==> src/design/aip_pkg.sv <==
`default_nettype none
// ----------------------------------------------------------------------------
// aip_pkg
// Shared types, character classes, parser state codes and the transition
// table of the ASCII integer parser.
// ----------------------------------------------------------------------------
package aip_pkg;

  typedef struct packed {
    logic [7:0] ch;
    logic       start_req;
  } in_item_t;

  typedef struct packed {
    logic               ok;
    logic signed [31:0] value;
  } out_item_t;

  // character classes
  localparam logic [2:0] CLS_ZERO  = 3'd0;
  localparam logic [2:0] CLS_DIGIT = 3'd1;
  localparam logic [2:0] CLS_MINUS = 3'd2;
  localparam logic [2:0] CLS_X     = 3'd3;
  localparam logic [2:0] CLS_LOWER = 3'd4;
  localparam logic [2:0] CLS_UPPER = 3'd5;
  localparam logic [2:0] CLS_SPACE = 3'd6;
  localparam logic [2:0] CLS_OTHER = 3'd7;

  // parser states and transition outcomes
  localparam logic [2:0] ST_LEAD   = 3'd0;
  localparam logic [2:0] ST_ZERO   = 3'd1;
  localparam logic [2:0] ST_DIGITS = 3'd2;
  localparam logic [2:0] ST_MINUS  = 3'd3;
  localparam logic [2:0] ST_HEX0X  = 3'd4;
  localparam logic [2:0] ST_HEX    = 3'd5;
  localparam logic [2:0] ST_ACCEPT = 3'd6;
  localparam logic [2:0] ST_FAIL   = 3'd7;

  // classified character passed from front to back
  typedef struct packed {
    logic       start;
    logic [2:0] cls;
    logic [3:0] digit;
  } cmd_t;

  typedef logic [7:0][2:0] row_t;

  function automatic logic [2:0] next_state(input logic [2:0] st, input logic [2:0] cls);
    row_t row;
    unique case (st)
      ST_ZERO: row = {ST_ACCEPT, ST_ACCEPT, ST_ACCEPT, ST_ACCEPT,
                      ST_HEX0X, ST_ACCEPT, ST_DIGITS, ST_DIGITS};
      ST_DIGITS: row = {ST_ACCEPT, ST_ACCEPT, ST_HEX, ST_HEX,
                        ST_ACCEPT, ST_ACCEPT, ST_DIGITS, ST_DIGITS};
      ST_MINUS: row = {ST_FAIL, ST_FAIL, ST_FAIL, ST_FAIL,
                       ST_FAIL, ST_FAIL, ST_DIGITS, ST_ZERO};
      ST_HEX0X: row = {ST_ACCEPT, ST_ACCEPT, ST_HEX, ST_HEX,
                       ST_FAIL, ST_FAIL, ST_HEX, ST_HEX};
      ST_HEX: row = {ST_ACCEPT, ST_ACCEPT, ST_HEX, ST_HEX,
                     ST_ACCEPT, ST_ACCEPT, ST_HEX, ST_HEX};
      default: row = {ST_FAIL, ST_LEAD, ST_HEX, ST_HEX,
                      ST_FAIL, ST_MINUS, ST_DIGITS, ST_ZERO};
    endcase
    return row[cls];
  endfunction

endpackage
`default_nettype wire

==> src/design/aip_fifo.sv <==
`default_nettype none
// ----------------------------------------------------------------------------
// aip_fifo
// Small register FIFO with push/full and pop/empty sides; head shown
// directly on the read port.
// ----------------------------------------------------------------------------
module aip_fifo #(
  parameter int WIDTH = 8,
  parameter int AW    = 2
) (
  input  wire logic             clk,
  input  wire logic             rst_n,
  input  wire logic             push,
  input  wire logic [WIDTH-1:0] wr_data,
  output logic                  full,
  input  wire logic             pop,
  output logic                  empty,
  output logic      [WIDTH-1:0] rd_data
);
  localparam int DEPTH = 1 << AW;

  logic [WIDTH-1:0] mem [DEPTH];
  logic [AW-1:0]    wr_ptr_r, wr_ptr_nxt;
  logic [AW-1:0]    rd_ptr_r, rd_ptr_nxt;
  logic [AW:0]      count_r, count_nxt;
  logic             do_push, do_pop;

  assign full    = (count_r == (AW+1)'(DEPTH));
  assign empty   = (count_r == '0);
  assign do_push = push && !full;
  assign do_pop  = pop && !empty;
  assign rd_data = mem[rd_ptr_r];

  always_comb begin
    wr_ptr_nxt = do_push ? wr_ptr_r + 1'b1 : wr_ptr_r;
    rd_ptr_nxt = do_pop ? rd_ptr_r + 1'b1 : rd_ptr_r;
    count_nxt  = count_r;
    if (do_push && !do_pop) begin
      count_nxt = count_r + 1'b1;
    end else if (do_pop && !do_push) begin
      count_nxt = count_r - 1'b1;
    end
  end

  always_ff @(posedge clk) begin
    if (!rst_n) begin
      wr_ptr_r <= '0;
      rd_ptr_r <= '0;
      count_r  <= '0;
    end else begin
      wr_ptr_r <= wr_ptr_nxt;
      rd_ptr_r <= rd_ptr_nxt;
      count_r  <= count_nxt;
    end
  end

  always_ff @(posedge clk) begin
    if (do_push) begin
      mem[wr_ptr_r] <= wr_data;
    end
  end

endmodule
`default_nettype wire

==> src/design/aip_front.sv <==
`default_nettype none
// ----------------------------------------------------------------------------
// aip_front
// Character classifier: maps each incoming character to its class and
// digit value and forwards it with the start mark.
// ----------------------------------------------------------------------------
module aip_front (
  input  wire aip_pkg::in_item_t in_item,
  output aip_pkg::cmd_t          cmd
);
  import aip_pkg::*;

  logic [7:0] c;

  assign c = in_item.ch;

  always_comb begin
    cmd.start = in_item.start_req;
    cmd.digit = 4'd0;
    priority if (c == 8'h30) begin
      cmd.cls = CLS_ZERO;
    end else if (c >= 8'h31 && c <= 8'h39) begin
      cmd.cls   = CLS_DIGIT;
      cmd.digit = 4'(c - 8'h30);
    end else if (c == 8'h2d) begin
      cmd.cls = CLS_MINUS;
    end else if (c == 8'h78 || c == 8'h58) begin
      cmd.cls = CLS_X;
    end else if (c >= 8'h61 && c <= 8'h66) begin
      cmd.cls   = CLS_LOWER;
      cmd.digit = 4'(c - 8'h57);
    end else if (c >= 8'h41 && c <= 8'h46) begin
      cmd.cls   = CLS_UPPER;
      cmd.digit = 4'(c - 8'h37);
    end else if (c == 8'h20) begin
      cmd.cls = CLS_SPACE;
    end else begin
      cmd.cls = CLS_OTHER;
    end
  end

endmodule
`default_nettype wire

==> src/design/aip_back.sv <==
`default_nettype none
// ----------------------------------------------------------------------------
// aip_back
// Parser automaton: steps the state, sign and accumulators per character
// and emits one result per string.
// ----------------------------------------------------------------------------
module aip_back (
  input  wire logic              clk,
  input  wire logic              rst_n,
  input  wire logic              cmd_valid,
  input  wire aip_pkg::cmd_t     cmd,
  output logic                   cmd_pop,
  input  wire logic              res_full,
  output logic                   res_push,
  output aip_pkg::out_item_t     res_item
);
  import aip_pkg::*;

  logic [2:0]  state_r, state_nxt;
  logic        neg_r, neg_nxt;
  logic [31:0] dacc_r, dacc_nxt;
  logic [31:0] hacc_r, hacc_nxt;
  logic        fin_r, fin_nxt;

  logic [2:0]  st_e;
  logic        neg_e;
  logic [31:0] dacc_e, hacc_e;
  logic        fin_e;
  logic [2:0]  nst;
  logic        go;
  logic        ok;
  logic [31:0] v;

  assign go      = cmd_valid && !res_full;
  assign cmd_pop = go;

  always_comb begin
    st_e   = cmd.start ? ST_LEAD : state_r;
    neg_e  = cmd.start ? 1'b0 : neg_r;
    dacc_e = cmd.start ? 32'd0 : dacc_r;
    hacc_e = cmd.start ? 32'd0 : hacc_r;
    fin_e  = cmd.start ? 1'b0 : fin_r;
    nst    = next_state(st_e, cmd.cls);

    ok = 1'b1;
    v  = 32'd0;
    unique case (st_e)
      ST_HEX:    v = hacc_e;
      ST_DIGITS: v = dacc_e;
      ST_ZERO:   v = 32'd0;
      default:   ok = 1'b0;
    endcase

    state_nxt = state_r;
    neg_nxt   = neg_r;
    dacc_nxt  = dacc_r;
    hacc_nxt  = hacc_r;
    fin_nxt   = fin_r;
    res_push  = 1'b0;
    res_item  = '0;

    if (go) begin
      state_nxt = st_e;
      neg_nxt   = neg_e;
      dacc_nxt  = dacc_e;
      hacc_nxt  = hacc_e;
      fin_nxt   = fin_e;
      if (!fin_e) begin
        priority if (nst == ST_FAIL) begin
          fin_nxt  = 1'b1;
          res_push = 1'b1;
        end else if (nst == ST_ACCEPT) begin
          fin_nxt        = 1'b1;
          res_push       = 1'b1;
          res_item.ok    = ok;
          res_item.value = (ok && neg_e) ? 32'(32'd0 - v) : v;
        end else begin
          state_nxt = nst;
          if (nst == ST_DIGITS) begin
            dacc_nxt = (dacc_e << 3) + (dacc_e << 1) + {28'd0, cmd.digit};
            hacc_nxt = {hacc_e[27:0], cmd.digit};
          end else if (nst == ST_MINUS) begin
            neg_nxt = 1'b1;
          end else if (nst == ST_HEX) begin
            hacc_nxt = {hacc_e[27:0], cmd.digit};
          end
        end
      end
    end
  end

  always_ff @(posedge clk) begin
    if (!rst_n) begin
      state_r <= ST_LEAD;
      neg_r   <= 1'b0;
      dacc_r  <= '0;
      hacc_r  <= '0;
      fin_r   <= 1'b0;
    end else begin
      state_r <= state_nxt;
      neg_r   <= neg_nxt;
      dacc_r  <= dacc_nxt;
      hacc_r  <= hacc_nxt;
      fin_r   <= fin_nxt;
    end
  end

endmodule
`default_nettype wire

==> src/design/ascii_integer_parser_unit.sv <==
// Path: a result reaches the out_ ports through the command queue, then the
// parser step that writes it into the result queue.
// Throughput: one character per cycle; the parser stalls only while the
// result queue is full, and the input reports full once the command queue fills.
// Reset: synchronous, active low; clears both queues and the parser state.
`default_nettype none
// ----------------------------------------------------------------------------
// ascii_integer_parser_unit
// ASCII-to-int32 parser: a classifier front, a command queue, and the
// automaton back end feeding a result queue.
// ----------------------------------------------------------------------------
module ascii_integer_parser_unit #(
  parameter int CMD_AW = 2,
  parameter int RES_AW = 1
) (
  input  wire logic                clk,
  input  wire logic                rst_n,
  input  wire logic                in_push,
  input  wire aip_pkg::in_item_t   in_item,
  output logic                     in_full,
  output logic                     out_empty,
  input  wire logic                out_pop,
  output aip_pkg::out_item_t       out_item
);
  import aip_pkg::*;

  cmd_t      fe_cmd;
  cmd_t      be_cmd;
  logic      cmd_empty;
  logic      cmd_pop;
  logic      res_full;
  logic      res_push;
  out_item_t res_item;

  aip_front u_front (
    .in_item (in_item),
    .cmd     (fe_cmd)
  );

  aip_fifo #(
    .WIDTH ($bits(cmd_t)),
    .AW    (CMD_AW)
  ) u_cmd_q (
    .clk     (clk),
    .rst_n   (rst_n),
    .push    (in_push),
    .wr_data (fe_cmd),
    .full    (in_full),
    .pop     (cmd_pop),
    .empty   (cmd_empty),
    .rd_data (be_cmd)
  );

  aip_back u_back (
    .clk       (clk),
    .rst_n     (rst_n),
    .cmd_valid (!cmd_empty),
    .cmd       (be_cmd),
    .cmd_pop   (cmd_pop),
    .res_full  (res_full),
    .res_push  (res_push),
    .res_item  (res_item)
  );

  aip_fifo #(
    .WIDTH ($bits(out_item_t)),
    .AW    (RES_AW)
  ) u_res_q (
    .clk     (clk),
    .rst_n   (rst_n),
    .push    (res_push),
    .wr_data (res_item),
    .full    (res_full),
    .pop     (out_pop),
    .empty   (out_empty),
    .rd_data (out_item)
  );

endmodule
`default_nettype wire
==> config.mk <==
export PLATFORM = sky130hd
export DESIGN_NAME = ascii_integer_parser_unit
export DESIGN_NICKNAME = d
export VERILOG_FILES = /design/src/design/aip_pkg.sv /design/src/design/aip_fifo.sv /design/src/design/aip_front.sv /design/src/design/aip_back.sv /design/src/design/ascii_integer_parser_unit.sv
export SDC_FILE = /design/constraint.sdc
export NUM_CORES = 1
export LEC_CHECK = 0
export BUFFER_PORTS_ARGS = -buffer_cell sky130_fd_sc_hd__buf_2
export CAP_MARGIN = 10
export CORE_ASPECT_RATIO = 2
export CORE_UTILIZATION = 55
export DETAILED_ROUTE_END_ITERATION = 10
export PLACE_DENSITY = 0.74
export SETUP_SLACK_MARGIN = 0.5
export SYNTH_ARGS = -nofsm -noshare
export SYNTH_HDL_FRONTEND = slang
export SYNTH_SLANG_ARGS = --single-unit
==> constraint.sdc <==
create_clock -name clk -period 13.9 [get_ports clk]
set_input_delay 2.78 -clock clk [delete_from_list [all_inputs] [get_ports clk]]
set_output_delay 2.78 -clock clk [all_outputs]
set_load 0.02 [all_outputs]
== After elaboration in Yosys (flattened, before gate mapping) ==
Memory sizes are Yosys's and may differ from the RTL's. A register that Yosys moved wholly into a read port is not among the register bits.
Cells that the tools add are included.

* Add/subtract/negate cells: 14
* Multiply operators: 0
* Div/mod/pow operators: 0
* Magnitude comparators: 7
* Eq/ne operators: 17
* Shift operators: 0
* Muxes and demuxes: 61
* Bitwise logic cells: 0
* Reduce and logical (&&, ||, !) cells: 27

{| class="wikitable"
|+ Operators by type and width
! operator !! number
|-
| $mux 32 || 13
|-
| $mux 33 || 4
|-
| $pmux 22 s5 || 1
|-
| $pmux 32 s2 || 1
|-
| $add 32x32->32 || 1
|-
| $add 32x4->32 || 1
|-
| $sub 1x32->32 const A || 1
|-
| $mux 3 || 10
|-
| $eq 8x6->1 const B || 3
|-
| $mux 1 || 20
|-
| $eq 3x3->1 const B || 6
|-
| $eq 8x7->1 const B || 2
|-
| $ge 8x7->1 const B || 2
|-
| $le 8x7->1 const B || 2
|-
| $mux 4 || 4
|-
| $mux 7 || 2
|-
| $logic_and 1x1->1 || 13
|-
| $eq 3x2->1 const B || 4
|-
| $mux 2 || 5
|-
| $bmux 3 s3 || 1
|-
| $ge 8x6->1 const B || 1
|-
| $le 8x6->1 const B || 1
|-
| $logic_not 1->1 || 8
|-
| $sub 4x3->4 const B || 2
|-
| other kinds (14) || 18
|}

* Flip-flop bits (word level): 80
* Bits in latches: 0
* Memory bits (writable): 98
* Memory bits (read-only): 0
* Input bits: 13
* Word-level logic and storage cells: 139
* Memories: 2

{| class="wikitable"
|+ Memories
! name !! words !! width !! rd ports !! clocked after memory_dff !! wr ports !! RTL line !! text
|-
| u_res_q.mem || 2 || 33 || 1 || 1 || 1 || aip_fifo.sv:22 || <nowiki>logic [WIDTH-1:0] mem [DEPTH];</nowiki>
|-
| u_cmd_q.mem || 4 || 8 || 1 || 1 || 1 || aip_fifo.sv:22 ||
|}

== Depth between registers and ports, before layout ==
* Depth after elaboration: 15
* Mapped depth: 19
* Gate-level depth less buffers: 15

== Modules after synthesis ==
Synthesis repeated with hierarchy kept, for this count alone.

* Cells, all modules: 1025
* Area, all modules: 10746.6 sq um

{| class="wikitable"
|+ By module, submodules not included
! module !! times used !! cells an instance !! area each (sq um) !! seq. area each (sq um)
|-
| aip_back || 1 || 761 || 6149.6 || 1381.3
|-
| aip_fifo at u_res_q || 1 || 128 || 2607.5 || 2082.0
|-
| aip_fifo at u_cmd_q || 1 || 90 || 1639.1 || 1141.1
|-
| aip_front || 1 || 45 || 346.6 || 0.0
|-
| ascii_integer_parser_unit || 1 || 1 || 3.8 || 0.0
|}

== Worst setup path after synthesis ==
No wires, ideal clock.

* Path type: reg-to-reg
* Start: register with a tool-made name
* End: register u_back.dacc_r[21]
* Setup time: 0.124 ns
* Arrival time: 4.626 ns
* Path slack: 9.150 ns
* Stages on the path, launching flop included: 18
* Path buffers: 5
* Clock period less this slack: 4.750 ns
* Cell sequence: dfxtp_1 > mux4_2 > buf_2 > buf_1 > clkbuf_1 > clkbuf_1 > clkbuf_1 > nor2b_1 > ha_1 > ha_1 > inv_1 > or4b_2 > o21ai_0 > a21boi_0 > o21ai_0 > nor4_1 > nor4b_1 > o21ai_0

{| class="wikitable"
|+ RTL lines
! what !! RTL line !! text
|-
| end signal, assigned || aip_back.sv:102 || <nowiki>dacc_r <= dacc_nxt;</nowiki>
|-
| end, declared || aip_back.sv:21 || <nowiki>logic [31:0] dacc_r, dacc_nxt;</nowiki>
|}

==> flow_summary.yaml <==
outcome:
  status: "finished, final reports clean"
worst_hold_path:
  hold_depth: 2
  min_to: "u_back.dacc_r[31]$_SDFFE_PN0P_"
  min_from: "u_back.dacc_r[31]$_SDFFE_PN0P_"
  min_path_type: "flop to flop"
logic_synthesis:
  synth_cells: 1000
  syn_avg_cell_area_um2: 10.5
  synth_top_family_by_area: "compound AO/OA/AOI/OAI gates"
  synth_area_um2: 10500
  ys_types: 78
  synth_seq_cells: 181
  synth-async-reset-ratio_pct: 0
  synth_compound_area_share_pct: 16.9
  synth_top_flop_cell: "edfxtp_1"
  syn-num-nets: 1085
  synthSimpleGateAreaFrac_pct: 15.3
  synth_top_area_share_pct: 28.1
  ys_top_cells_by_area: "edfxtp_1 28%, dfxtp_1 16%, ha_1 8.4%"
  synth-xor-area-share_pct: 5.69
  synthAdderAreaFrac_pct: 8.75
  synth-edff-count: 98
  yosysWarnings: 0
  seq_area_frac_synth_pct: 44.0
  yosysTopAreaCell: "edfxtp_1"
  synthMuxAreaShare_pct: 6.35
global_route:
  grt_pass1_vias: 7756
  antenna_found_initial: 0
  grt_first_pass_wirelength_um: 37300
  grt_max_degree: 67
  grtUsageTotal_pct: 24.9
  grt_overflow: 0
floorplan:
  coreArea_um2: 18700
  die_h_um: 197
  die_w_um: 99.6
  io_pins: 48
  initial_core_util_pct: 55.9
  design.die.area_um2: 19600
  fp-row-count: 71
clocking:
  cts-buffers-inserted: 17
  cts_root_buffer: "clkbuf_16"
  cts_tree: "yes"
  cts_hold_buf: 0
  cts_setup_buffers: 0
  htree_levels: 4
  clock_path_buffers: 2
  cts_num_sinks: 181
  cts.reportedPaths.clkPinSlew_ns: 0.07
  cts-resized-gates: 0
  clock_latency_ns: 0.43
timing:
  finClkSkew_ns: 0.0118
  tns_ns: 0
  period_share_pct: 37.4
  slew_violations: 0
  rsz0062_at_grt: "false"
  slew_headroom_pct: 32.5
  worst_slew_pin_slew_ns: 1.01
  finalHoldViolCount: 0
  finalCriticalPeriod_ns: 5.20
  setup_viol_count_final: 0
  max_freq_mhz: 192
detailed_routing:
  via_count: 7764
  drc: 0
  wirelength_um: 23900
  avgRoutedWirePerCell_um: 18.5
  drtIter0Drc: 434
  first_pass_iters: 6
  route.antenna.remaining_nets: 0
  vias_per_cell: 6.02
pwr:
  leakage_nw: 4.31
  ir_drop_v: 0.000148
  power_per_cell_area_nw_per_um2: 157
setup_path:
  r2r-end: "u_back.dacc_r[30]$_SDFFE_PN0P_"
  critical_path.max_fanout: 66
  arrival_ns: 5.55
  cp-end-kind: "flop"
  startpoint_type: "flop"
  critPathRequiredTime_ns: 14.25
  critPathKind: "flop to flop"
  r2r_slack_ns: 8.70
  reg2regPathDepth: 16
cells_and_area:
  final_common_cell: "edfxtp_1"
  multi_input_area_um2: 5550
  diodes: 0
  fin_util_pct: 60.8
  nNetsFinal: 1107
  regArea_um2: 4600
  drive_above_1_share_pct: 13.5
  fill_cells: 1607
  syn_to_final_growth_pct: 8.82
  final_cell_mix: "98 x edfxtp_1, 83 x dfxtp_1, 81 x nor2_1, 70 x ha_1, 65 x nand2_1"
placement:
  io_buffers: 47
  gp_congestion: 0.883
  hpwl_um: 17600
flow_run:
  drv_cap: 0
## cell usage after synthesis, drive strengths merged, types with 4 or more instances
library cell / n
a211oi: 4
a21boi: 9
a21o: 14
a21oi: 40
a22o: 40
a22oi: 36
a31oi: 10
and2: 18
and3: 7
buf: 21
clkbuf: 28
dfxtp: 83
edfxtp: 98
ha: 70
inv: 13
mux2: 36
mux2i: 6
mux4: 8
nand2: 65
nand2b: 8
nand3: 13
nor2: 83
nor2b: 62
nor3: 17
nor3b: 4
o21a: 5
o21ai: 62
o31ai: 7
or2: 5
or3: 6
xnor2: 36
xor2: 32
## sequential cells by signal, summed over array words and instances (netlist names), named ones only
| signal | cells |
|---|---|
| u_cmd_q.count_r | 3 |
| u_back.state_r | 3 |
| u_res_q.wr_ptr_r | 1 |
| u_cmd_q.mem | 32 |
| u_cmd_q.rd_ptr_r | 2 |
| u_res_q.count_r | 2 |
| u_back.neg_r | 1 |
| u_back.hacc_r | 32 |
| u_res_q.rd_ptr_r | 1 |
| u_back.fin_r | 1 |
| u_back.dacc_r | 32 |
| u_res_q.mem | 66 |
| u_cmd_q.wr_ptr_r | 2 |
## logic make-up after synthesis
family / Yosys count
adder cells (fa/ha/maj): 72
XOR/XNOR: 68
buffers and inverters: 63
AND/OR/NAND/NOR: 309
AO/OA/AOI/OAI: 257
multiplexers: 50
flip-flops: 181
## stage by stage
step | setup slack [ns] | area (µm²) | hold WS, ns | instances | total power, mW
6_report | 8.70 | 11400 | 0.476 | 1290 | 1.78
5_1_grt | 8.30 | 11400 | 0.493 | 1290 | 1.87
4_1_cts | 8.77 | 11400 | 0.481 | 1290 | 1.80
3_5_place_dp | 8.78 | 10800 | 0.459 | 1258 | 1.31
3_3_place_gp | 8.88 | 10800 | 0.456 | 1258 | 1.30
2_1_floorplan | 9.15 | 10500 | 0.425 | 1000 | 1.18
## per-layer routing
metal	track usage, %	wire length, µm	part of all wire [%]	up-vias
met4	14.5	1320	5.5	0
met1	21.6	7790	33	3765
met5	0	0	0	-
met3	3.68	578	2.4	85
li1	-	-	-	3743
met2	51.2	14200	59	171
## layout make-up
class / count / share of cell area, %
Clock buffer: 18 / 3.77
Sequential cell: 181 / 40.4
Timing Repair Buffer: 52 / 2.39
Tap cell: 255 / 2.80
Clock inverter: 14 / 1.46
Inverter: 14 / 0.461
Multi-Input combinational cell: 756 / 48.7
## worst max path at each step
stage / from / endpoint / slack (ns)
finish: flop / u_back.dacc_r[30]$_SDFFE_PN0P_ / 8.70
global route: flop / u_back.dacc_r[30]$_SDFFE_PN0P_ / 8.30
CTS: flop / u_back.dacc_r[30]$_SDFFE_PN0P_ / 8.77
detailed placement: flop / u_back.dacc_r[30]$_SDFFE_PN0P_ / 8.78
global placement: flop / u_back.dacc_r[30]$_SDFFE_PN0P_ / 8.88
floorplan: flop / u_back.dacc_r[21]$_SDFFE_PN0P_ / 9.15
## report_power, final
group	switching, mW	internal (mW)	total, mW
clock	0.212	0.271	0.483
combinational	0.374	0.209	0.583
sequential	0.0558	0.663	0.719
total	0.642	1.14	1.78
## worst max-delay path, cell delays in order, from the launching register on
cell and delay, ns:
dfxtp_1 0.70, mux4_2 0.57, buf_4 0.32, nor2b_1 0.32
xor2_1 0.11, ha_1 0.31, inv_1 0.06, fa_1 0.46
nor2b_1 0.16, o2111ai_1 0.14, a21boi_0 0.43, a21oi_1 0.25
o21ai_0 0.60, a221o_1 0.26, a31oi_1 0.09, xor2_1 0.15
o21ai_0 0.13
No activity file was read; power rests on OpenSTA's default activity.
